<file path="src/hw/rtl/mpsd_pkg.sv">
// ----------------------------------------------------------------------------
// mpsd_pkg
// Shared constants for the depth-first maze path search core: request codes,
// configuration register indexes, direction codes and fixed field widths.
// ----------------------------------------------------------------------------
package mpsd_pkg;

  // Defaults for the top-level parameters
  localparam int GRID_SIDE_DEF   = 8;
  localparam int STACK_DEPTH_DEF = 36;

  // Fixed field widths
  localparam int COORD_W    = 3;   // cell_row, cell_col, path_row, path_col
  localparam int CFG_IDX_W  = 1;
  localparam int CFG_DATA_W = 4;

  // Request codes
  localparam logic REQ_LOAD = 1'b0;
  localparam logic REQ_RUN  = 1'b1;

  // Configuration register indexes
  localparam logic [CFG_IDX_W-1:0] REG_ROWS = 1'b0;
  localparam logic [CFG_IDX_W-1:0] REG_COLS = 1'b1;

  // Maze side limits and reset value
  localparam logic [CFG_DATA_W-1:0] SIDE_MIN   = 4'd3;
  localparam logic [CFG_DATA_W-1:0] SIDE_RESET = 4'd8;

  // Probe directions, tried in this order
  localparam logic [1:0] DIR_RIGHT = 2'd0;
  localparam logic [1:0] DIR_DOWN  = 2'd1;
  localparam logic [1:0] DIR_LEFT  = 2'd2;
  localparam logic [1:0] DIR_UP    = 2'd3;

endpackage

</file>
<file path="src/hw/rtl/mpsd_ram.sv">
// ----------------------------------------------------------------------------
// mpsd_ram
// Generic single-clock RAM, one write port and one read port, registered read.
// ----------------------------------------------------------------------------
module mpsd_ram #(
  parameter int WIDTH  = 8,
  parameter int DEPTH  = 64,
  parameter int ADDR_W = (DEPTH > 1) ? $clog2(DEPTH) : 1
) (
  input  logic              clk,
  input  logic              we,
  input  logic [ADDR_W-1:0] waddr,
  input  logic [WIDTH-1:0]  wdata,
  input  logic [ADDR_W-1:0] raddr,
  output logic [WIDTH-1:0]  rdata
);

  logic [WIDTH-1:0] mem [DEPTH];

  always_ff @(posedge clk) begin
    if (we) begin
      mem[waddr] <= wdata;
    end
    rdata <= mem[raddr];
  end

endmodule

</file>
<file path="src/hw/rtl/maze_path_search_dfs_core.sv">
// ----------------------------------------------------------------------------
// maze_path_search_dfs_core
// Depth-first maze path search. Load requests write one wall bit of the grid;
// a run request clears the visited marks, walks from cell (1,1) toward the
// exit cell (rows-2, cols-2) with an explicit backtrack stack, and streams
// the path cells out, exit cell last.
// ----------------------------------------------------------------------------
//
//  Channel   Handshake                 Payload
//  -------   -----------------------   ---------------------------------------
//  request   start / busy              in_req_type, in_cell_row, in_cell_col,
//                                      in_wall
//  result    out_valid (one cycle)     out_path_row, out_path_col, out_found,
//                                      out_last
//  config    cfg_valid / cfg_ready     cfg_index, cfg_data
//
//  A load request writes its wall bit and leaves busy low.
//  A run request first sweeps the grid RAM to clear visited marks
//  (one entry per cycle), then probes: an off-grid or stack-full probe is
//  settled in S_PROBE, a probe through the grid RAM goes S_PROBE (read),
//  S_DECIDE (decide), and a backtrack pop adds S_RESTORE (restore from the
//  stack RAM read issued with the failed probe).
//  Each path result then goes S_EMIT_RD (stack RAM read), S_EMIT_OUT (drive),
//  the exit cell S_FINISH. A 3 x 3 maze skips the sweep and goes to S_FINISH.
//  Reset clears control state and the registers only; the receiver cannot
//  stall, so every result is driven for exactly one cycle.
// ----------------------------------------------------------------------------
module maze_path_search_dfs_core #(
  parameter int GRID_SIDE   = mpsd_pkg::GRID_SIDE_DEF,
  parameter int STACK_DEPTH = mpsd_pkg::STACK_DEPTH_DEF
) (
  input  logic                             clk,
  input  logic                             rst_n,
  // request channel
  input  logic                             start,
  output logic                             busy,
  input  logic                             in_req_type,
  input  logic [mpsd_pkg::COORD_W-1:0]     in_cell_row,
  input  logic [mpsd_pkg::COORD_W-1:0]     in_cell_col,
  input  logic                             in_wall,
  // result channel
  output logic                             out_valid,
  output logic [mpsd_pkg::COORD_W-1:0]     out_path_row,
  output logic [mpsd_pkg::COORD_W-1:0]     out_path_col,
  output logic                             out_found,
  output logic                             out_last,
  // configuration channel
  input  logic                             cfg_valid,
  output logic                             cfg_ready,
  input  logic [mpsd_pkg::CFG_IDX_W-1:0]   cfg_index,
  input  logic [mpsd_pkg::CFG_DATA_W-1:0]  cfg_data
);

  // Coordinate, address and stack widths
  localparam int CW         = $clog2(GRID_SIDE);
  localparam int RW         = CW + 1;
  localparam int NCELL      = GRID_SIDE * GRID_SIDE;
  localparam int AW         = $clog2(NCELL);
  localparam int CLW        = $clog2(NCELL + 1);
  localparam int SAW        = (STACK_DEPTH > 1) ? $clog2(STACK_DEPTH) : 1;
  localparam int TW         = $clog2(STACK_DEPTH + 1);
  localparam int SEW        = 2 * CW + 2;
  localparam int START_ADDR = GRID_SIDE + 1;

  typedef enum logic [7:0] {
    S_IDLE     = 8'b00000001,
    S_CLEAR    = 8'b00000010,
    S_PROBE    = 8'b00000100,
    S_DECIDE   = 8'b00001000,
    S_RESTORE  = 8'b00010000,
    S_EMIT_RD  = 8'b00100000,
    S_EMIT_OUT = 8'b01000000,
    S_FINISH   = 8'b10000000
  } state_t;

  // --------------------------------------------------------------------------
  // Registers
  // --------------------------------------------------------------------------
  state_t                              state_r, state_nxt;
  logic [mpsd_pkg::CFG_DATA_W-1:0]     rows_cfg_r, cols_cfg_r;
  logic [CW-1:0]                       cur_row_r, cur_row_nxt;
  logic [CW-1:0]                       cur_col_r, cur_col_nxt;
  logic [1:0]                          dir_r, dir_nxt;
  logic [TW-1:0]                       top_r, top_nxt;
  logic [TW-1:0]                       emit_r, emit_nxt;
  logic [CLW-1:0]                      clr_r, clr_nxt;
  logic                                out_valid_r, out_valid_nxt;
  logic [mpsd_pkg::COORD_W-1:0]        out_row_r, out_col_r;
  logic                                out_found_r, out_found_nxt;
  logic                                out_last_r, out_last_nxt;

  // Grid RAM: bit 1 wall, bit 0 visited
  logic          g_we;
  logic [AW-1:0] g_wa, g_ra;
  logic [1:0]    g_wd, g_rd;

  // Stack RAM: {row, col, dir}
  logic           s_we;
  logic [SAW-1:0] s_wa, s_ra;
  logic [SEW-1:0] s_wd, s_rd;

  // --------------------------------------------------------------------------
  // Effective maze size and exit cell
  // --------------------------------------------------------------------------
  logic [RW-1:0] rows_eff, cols_eff;
  logic [CW-1:0] exit_row, exit_col;

  always_comb begin
    if (rows_cfg_r < mpsd_pkg::SIDE_MIN) begin
      rows_eff = RW'(mpsd_pkg::SIDE_MIN);
    end else if (32'(rows_cfg_r) > GRID_SIDE) begin
      rows_eff = RW'(GRID_SIDE);
    end else begin
      rows_eff = RW'(rows_cfg_r);
    end
    if (cols_cfg_r < mpsd_pkg::SIDE_MIN) begin
      cols_eff = RW'(mpsd_pkg::SIDE_MIN);
    end else if (32'(cols_cfg_r) > GRID_SIDE) begin
      cols_eff = RW'(GRID_SIDE);
    end else begin
      cols_eff = RW'(cols_cfg_r);
    end
  end

  assign exit_row = CW'(rows_eff - RW'(2));
  assign exit_col = CW'(cols_eff - RW'(2));

  // --------------------------------------------------------------------------
  // Neighbor of the current cell in the current direction. One extra bit
  // lets a step below zero wrap high, so a single compare catches both edges.
  // --------------------------------------------------------------------------
  logic [RW-1:0] nb_row, nb_col;
  logic [AW-1:0] nb_addr;
  logic          nb_in_grid, stack_room, nb_is_exit;

  always_comb begin
    nb_row = {1'b0, cur_row_r};
    nb_col = {1'b0, cur_col_r};
    unique case (dir_r)
      mpsd_pkg::DIR_RIGHT: nb_col = {1'b0, cur_col_r} + RW'(1);
      mpsd_pkg::DIR_DOWN:  nb_row = {1'b0, cur_row_r} + RW'(1);
      mpsd_pkg::DIR_LEFT:  nb_col = {1'b0, cur_col_r} - RW'(1);
      mpsd_pkg::DIR_UP:    nb_row = {1'b0, cur_row_r} - RW'(1);
      default:             nb_row = {1'b0, cur_row_r};
    endcase
  end

  assign nb_in_grid = (nb_row < rows_eff) && (nb_col < cols_eff);
  assign stack_room = (32'(top_r) + 1) < STACK_DEPTH;
  assign nb_addr    = AW'(32'(nb_row) * GRID_SIDE + 32'(nb_col));
  assign nb_is_exit = (nb_row == {1'b0, exit_row}) && (nb_col == {1'b0, exit_col});

  // Load address and range check
  logic          load_in_grid;
  logic [AW-1:0] load_addr;

  assign load_in_grid = (32'(in_cell_row) < GRID_SIDE) && (32'(in_cell_col) < GRID_SIDE);
  assign load_addr    = AW'(32'(in_cell_row) * GRID_SIDE + 32'(in_cell_col));

  // Result coordinates before cutting to the output width
  logic [CW-1:0]                  res_row, res_col;
  logic [CW+mpsd_pkg::COORD_W-1:0] res_row_ext, res_col_ext;

  assign res_row_ext = {{mpsd_pkg::COORD_W{1'b0}}, res_row};
  assign res_col_ext = {{mpsd_pkg::COORD_W{1'b0}}, res_col};

  // --------------------------------------------------------------------------
  // Sequencer
  // --------------------------------------------------------------------------
  always_comb begin
    state_nxt     = state_r;
    cur_row_nxt   = cur_row_r;
    cur_col_nxt   = cur_col_r;
    dir_nxt       = dir_r;
    top_nxt       = top_r;
    emit_nxt      = emit_r;
    clr_nxt       = clr_r;
    out_valid_nxt = 1'b0;
    out_found_nxt = 1'b0;
    out_last_nxt  = 1'b0;
    res_row       = '0;
    res_col       = '0;
    g_we          = 1'b0;
    g_wa          = '0;
    g_wd          = '0;
    g_ra          = '0;
    s_we          = 1'b0;
    s_wa          = '0;
    s_wd          = '0;
    s_ra          = '0;

    unique case (state_r)
      S_IDLE: begin
        if (start) begin
          if (in_req_type == mpsd_pkg::REQ_LOAD) begin
            // write the wall bit straight through; visited is swept per run
            g_we = load_in_grid;
            g_wa = load_addr;
            g_wd = {in_wall, 1'b0};
          end else begin
            cur_row_nxt = CW'(1);
            cur_col_nxt = CW'(1);
            dir_nxt     = mpsd_pkg::DIR_RIGHT;
            top_nxt     = '0;
            clr_nxt     = '0;
            if (exit_row == CW'(1) && exit_col == CW'(1)) begin
              state_nxt = S_FINISH;
            end else begin
              state_nxt = S_CLEAR;
            end
          end
        end
      end

      S_CLEAR: begin
        // read entry k while writing back entry k-1 with visited dropped,
        // except the start cell, which comes back marked
        if (32'(clr_r) < NCELL) begin
          g_ra = AW'(clr_r);
        end
        if (clr_r != '0) begin
          g_we = 1'b1;
          g_wa = AW'(clr_r - CLW'(1));
          g_wd = {g_rd[1], (AW'(clr_r - CLW'(1)) == AW'(START_ADDR))};
        end
        clr_nxt = clr_r + CLW'(1);
        if (32'(clr_r) == NCELL) begin
          state_nxt = S_PROBE;
        end
      end

      S_PROBE, S_DECIDE: begin
        if (state_r == S_PROBE && nb_in_grid && stack_room) begin
          g_ra      = nb_addr;
          state_nxt = S_DECIDE;
        end else if (state_r == S_DECIDE && !g_rd[1] && !g_rd[0]) begin
          // step in: mark visited, push the cell we leave
          g_we        = 1'b1;
          g_wa        = nb_addr;
          g_wd        = 2'b01;
          s_we        = 1'b1;
          s_wa        = SAW'(top_r);
          s_wd        = {cur_row_r, cur_col_r, dir_r};
          top_nxt     = top_r + TW'(1);
          cur_row_nxt = CW'(nb_row);
          cur_col_nxt = CW'(nb_col);
          dir_nxt     = mpsd_pkg::DIR_RIGHT;
          if (nb_is_exit) begin
            emit_nxt  = '0;
            state_nxt = S_EMIT_RD;
          end else begin
            state_nxt = S_PROBE;
          end
        end else if (dir_r != mpsd_pkg::DIR_UP) begin
          // blocked: advance to the next direction
          dir_nxt   = dir_r + 2'd1;
          state_nxt = S_PROBE;
        end else if (top_r != '0) begin
          // exhausted: pop and re-probe from the saved direction
          top_nxt   = top_r - TW'(1);
          s_ra      = SAW'(top_r - TW'(1));
          state_nxt = S_RESTORE;
        end else begin
          // stack empty: no path
          out_valid_nxt = 1'b1;
          out_found_nxt = 1'b0;
          out_last_nxt  = 1'b1;
          state_nxt     = S_IDLE;
        end
      end

      S_RESTORE: begin
        cur_row_nxt = s_rd[SEW-1 -: CW];
        cur_col_nxt = s_rd[CW+1 -: CW];
        dir_nxt     = s_rd[1:0];
        state_nxt   = S_PROBE;
      end

      S_EMIT_RD: begin
        s_ra      = SAW'(emit_r);
        state_nxt = S_EMIT_OUT;
      end

      S_EMIT_OUT: begin
        res_row       = s_rd[SEW-1 -: CW];
        res_col       = s_rd[CW+1 -: CW];
        out_valid_nxt = 1'b1;
        out_found_nxt = 1'b1;
        emit_nxt      = emit_r + TW'(1);
        if (TW'(emit_r + TW'(1)) == top_r) begin
          state_nxt = S_FINISH;
        end else begin
          state_nxt = S_EMIT_RD;
        end
      end

      S_FINISH: begin
        res_row       = exit_row;
        res_col       = exit_col;
        out_valid_nxt = 1'b1;
        out_found_nxt = 1'b1;
        out_last_nxt  = 1'b1;
        state_nxt     = S_IDLE;
      end

      default: begin
        state_nxt = S_IDLE;
      end
    endcase
  end

  // --------------------------------------------------------------------------
  // Control registers
  // --------------------------------------------------------------------------
  always_ff @(posedge clk) begin
    if (!rst_n) begin
      state_r     <= S_IDLE;
      rows_cfg_r  <= mpsd_pkg::SIDE_RESET;
      cols_cfg_r  <= mpsd_pkg::SIDE_RESET;
      cur_row_r   <= CW'(1);
      cur_col_r   <= CW'(1);
      dir_r       <= mpsd_pkg::DIR_RIGHT;
      top_r       <= '0;
      emit_r      <= '0;
      clr_r       <= '0;
      out_valid_r <= 1'b0;
    end else begin
      state_r     <= state_nxt;
      cur_row_r   <= cur_row_nxt;
      cur_col_r   <= cur_col_nxt;
      dir_r       <= dir_nxt;
      top_r       <= top_nxt;
      emit_r      <= emit_nxt;
      clr_r       <= clr_nxt;
      out_valid_r <= out_valid_nxt;
      if (cfg_valid && cfg_ready) begin
        unique case (cfg_index)
          mpsd_pkg::REG_ROWS: rows_cfg_r <= cfg_data;
          mpsd_pkg::REG_COLS: cols_cfg_r <= cfg_data;
          default:            rows_cfg_r <= rows_cfg_r;
        endcase
      end
    end
  end

  // Result payload: no reset needed, qualified by out_valid
  always_ff @(posedge clk) begin
    out_row_r   <= res_row_ext[mpsd_pkg::COORD_W-1:0];
    out_col_r   <= res_col_ext[mpsd_pkg::COORD_W-1:0];
    out_found_r <= out_found_nxt;
    out_last_r  <= out_last_nxt;
  end

  // --------------------------------------------------------------------------
  // Memories
  // --------------------------------------------------------------------------
  mpsd_ram #(
    .WIDTH (2),
    .DEPTH (NCELL),
    .ADDR_W(AW)
  ) u_grid_ram (
    .clk  (clk),
    .we   (g_we),
    .waddr(g_wa),
    .wdata(g_wd),
    .raddr(g_ra),
    .rdata(g_rd)
  );

  mpsd_ram #(
    .WIDTH (SEW),
    .DEPTH (STACK_DEPTH),
    .ADDR_W(SAW)
  ) u_stack_ram (
    .clk  (clk),
    .we   (s_we),
    .waddr(s_wa),
    .wdata(s_wd),
    .raddr(s_ra),
    .rdata(s_rd)
  );

  // --------------------------------------------------------------------------
  // Ports
  // --------------------------------------------------------------------------
  assign busy         = (state_r != S_IDLE);
  assign cfg_ready    = 1'b1;
  assign out_valid    = out_valid_r;
  assign out_path_row = out_row_r;
  assign out_path_col = out_col_r;
  assign out_found    = out_found_r;
  assign out_last     = out_last_r;

endmodule

</file>
<file path="config.mk">
export PLATFORM = sky130hd
export DESIGN_NAME = maze_path_search_dfs_core
export DESIGN_NICKNAME = d
export VERILOG_FILES = /design/src/hw/rtl/mpsd_pkg.sv /design/src/hw/rtl/mpsd_ram.sv /design/src/hw/rtl/maze_path_search_dfs_core.sv
export SDC_FILE = /design/constraint.sdc
export NUM_CORES = 1
export LEC_CHECK = 0
export BUFFER_PORTS_ARGS = -buffer_cell sky130_fd_sc_hd__buf_2
export CAP_MARGIN = 15
export CORE_UTILIZATION = 65
export DETAILED_ROUTE_END_ITERATION = 12
export PLACE_DENSITY = 0.82
export SYNTH_ARGS = -nofsm -noshare
export SYNTH_HDL_FRONTEND = slang
export SYNTH_SLANG_ARGS = --single-unit
</file>
<file path="constraint.sdc">
create_clock -name clk -period 8.35 [get_ports clk]
set_input_delay 1.67 -clock clk [delete_from_list [all_inputs] [get_ports clk]]
set_output_delay 1.67 -clock clk [all_outputs]
set_load 0.1 [all_outputs]
</file>
==> metrics.md <==
| Metric | Value |
|---|---|
| Max cap viols | 0 |
| Startpoint Class | register |
| Fin cells | 2,131 |
| Register area share after synthesis | 0.645 |
| Hold WC Path Type | reg2reg |
| Initial Utilization | 0.668 |
| H-tree Lvls | 2 |
| Synth cell types | between 80 and 90 |
| Crit path DAT | 6.71 ns |
| Synth top area cells | edfxtp_1, mux2i_1, dfxtp_1 |
| Clock Root Buffer | clkbuf_16 |
| Critical path peak fanout | 43 |
| Worst Skew | about 0.014 ns |
| N_diodes | 0 |
| Vias in the first global route | ~14,000 |
| Die W | 183 um |
| Initial antenna violation count | 0 |
| CTS clk-pin slew, worst paths | 0.06 ns |
| Total GRT Usage | 0.317 |
| Async set-reset flop share out of synthesis | 0 |
| Clk_lat worst skew | 0.57 ns |
| Area Overhead vs Synth | 10.4% |
| Final setup viols | 0 |
| CTS sink count | 478 |
| PostCTS Resize Cnt | 0 |
| Ys Warns | 0 |
| Fillers | 2,036 |
| Least-Margin Pin Slew | 1.15 ns |
| Cells after Synth | approximately 1,600 |
| Routability cong. | 0.980 |
| Tmin final | 6.26 ns |
| Post-Route Setup TNS | 0 ns |
| Post-synth EDFFs | approximately 420 |
| PD cells | 233 nW/um^2 |
| Post-CTS Setup Inserts | 0 |
| Synthesized Nets | about 1,700 |
| Cell area after synthesis | 21,300 um^2 |
| Drt first pass iters | 5 |
| Unrepaired setup endpoints after global routing | false |
| CTS Buf Count | 46 |
| Post-Route WL | 52,400 um |
| Biggest area consumer among synthesized cells | edfxtp_1 |
| # IOs | 28 |
| DR WL/cell | 24.6 um |
| CTS tree | built |
| Register bit total from synthesis | 478 |
| Max-slew headroom | 0.231 |
| Max frequency | 160 MHz |
| Total grt overflow | 0 |
| Share of cells above drive strength 1 | 0.123 |
| Reg area | 13,700 um^2 |
| Main synth FF type | edfxtp_1 |
| DPL Wire Length | 33,600 um |
| Avg Cell Area, Syn | 13.1 um^2 |
| Most frequent cells in the layout | edfxtp_1, nand2_1, nor2_1 |
| Placed cell count | 2,045 |
| Top cell type's share of synthesized area | 0.586 |
| VDD IR-drop max | a little over 0.2 mV |
| Final Hold Fails | 0 |
| Required time worst endpoint | slightly below 9 ns |
| LEAKAGE | 0.00717 uW |
| Final Max Tran Viols | 0 |
| Die area | 33,500 um^2 |
| Die height | between 150 and 200 um |
| Hold buffers post-CTS | 0 |
| Critical path class | reg2reg |
| FP Rows | 65 |
| Most common cell after layout, fill and taps aside | edfxtp_1 |
| Final Core Density | 0.738 |
| Worst setup EP type | register |
| DRC Markers | 0 |
| Clock Path Buffers | 3 |
| Tcrit/Tclk final | 0.750 |
| Via density per instance | 6.64 |
| Via count | between 10,000 and 15,000 |
| Post-route ant nets | 0 |
| Drt initial violations | 1,577 |
| Status | completed |
| First-pass GRT wire length | 79,000 um |
| Nets | 1,697 |
| Core Area | ~32,000 um^2 |
| Area of the multi-input gates | between 7000 and 8000 um^2 |
| I/O Buffers | 26 |
| Largest net degree at the start of global routing | 65 |
layer usage:
| layer | up-vias | track usage | wire length, um |
|---|---|---|---|
| met1 | 6958 | 0.431 | 19700 |
| met4 | 0 | 0.115 | 1690 |
| met2 | 881 | 0.510 | 25200 |
| met3 | 124 | 0.0645 | 5800 |
| met5 | - | 0 | 0 |
| li1 | 6183 | - | - |
worst paths after layout:
kind / startpoint / to / slack (ns) / cells after the start
min: cols_cfg_r[0]$_SDFFE_PN0P_ / cols_cfg_r[0]$_SDFFE_PN0P_ / 0.47 / 2
min reg2reg: cols_cfg_r[0]$_SDFFE_PN0P_ / cols_cfg_r[0]$_SDFFE_PN0P_ / 0.47 / 2
max reg2reg: dir_r[0]$_SDFFE_PN0P_ / u_stack_ram.rdata[1]$_DFF_P_ / 2.09 / 17
max: dir_r[0]$_SDFFE_PN0P_ / u_stack_ram.rdata[1]$_DFF_P_ / 2.09 / 17
area by class of cell:
cell class | instances | share of cell area
Sequential cell | 478 | 0.584
Multi-Input combinational cell | 1045 | 0.307
Clock buffer | 56 | 0.0511
Tap cell | 435 | 0.0231
Timing Repair Buffer | 62 | 0.0170
Clock inverter | 29 | 0.0142
Inverter | 26 | 0.00415
registers in the layout (all words and copies together), names as in the netlist, 4 cells and up:
signal	count
clr_r	7
cols_cfg_r	4
emit_r	6
rows_cfg_r	4
state_r	8
top_r	6
u_grid_ram.mem	128
u_stack_ram.mem	288
u_stack_ram.rdata	8
Yosys cell counts, types with 7 or more instances:
library cell,number
a211oi_1,11
a21boi_0,7
a21oi_1,44
a22o_1,7
a22oi_1,13
a31oi_1,16
a32oi_1,10
and2_1,27
and3_1,8
buf_2,22
buf_4,9
clkbuf_1,36
dfxtp_1,62
edfxtp_1,416
ha_1,21
inv_1,24
mux2_2,19
mux2i_1,142
mux4_2,24
nand2_1,190
nand3_1,62
nand3b_1,7
nand4_1,12
nor2_1,169
nor2b_1,15
nor3_1,14
nor3b_1,7
nor4_1,8
o211a_1,7
o211ai_1,8
o21a_1,9
o21ai_0,45
or3_1,8
xnor2_1,15
xor2_1,20
report_power, final:
| group | leakage (uW) | switching, uW | internal [uW] |
|---|---|---|---|
| clock network | 0.000748 | 886 | 1220 |
| registers | 0.00381 | 59.7 | 2600 |
| logic | 0.00261 | 496 | 227 |
worst max-delay path: stages (launching register included):
cell,delay (ns)
dfxtp_1,0.45
inv_1,0.14
ha_1,0.29
xor2_1,0.17
ha_1,0.28
mux2i_1,0.31
inv_1,0.08
ha_1,0.32
a21oi_1,0.08
o21ai_0,0.20
nor2b_1,0.89
o31ai_1,0.31
o21ai_4,0.53
buf_4,0.69
mux4_2,0.59
a22oi_1,0.26
a31oi_1,0.28
o21a_1,0.20
metrics by stage:
| step | setup WS, ns | total power (uW) | area, um^2 | hold slack [ns] |
|---|---|---|---|---|
| 2_1_floorplan | 3.36 | 3220 | 21300 | 0.425 |
| 3_3_place_gp | 2.48 | 3390 | 22000 | 0.460 |
| 3_5_place_dp | 2.26 | 3410 | 22000 | 0.461 |
| 4_1_cts | 2.22 | 5480 | 23500 | 0.469 |
| 5_1_grt | 1.78 | 5650 | 23500 | 0.511 |
| 6_report | 2.09 | 5490 | 23500 | 0.468 |
logic make-up (layout without fill, tap and decap cells):
group                      count (synthesis)  after routing  share of synthesized area
muxes                                    186            186                      0.103
AOI/OAI and AO/OA                        244            244                     0.0832
and+or+nand+nor                          558            558                      0.121
xor gates and xnor gates                  35             35                     0.0144
other                                      1              1                   0.000176
DFF                                      478            478                      0.645
adders and majority gates                 21             21                     0.0123
buffers and inverters                     98            173                     0.0212
(Power assumes the default switching activity.)
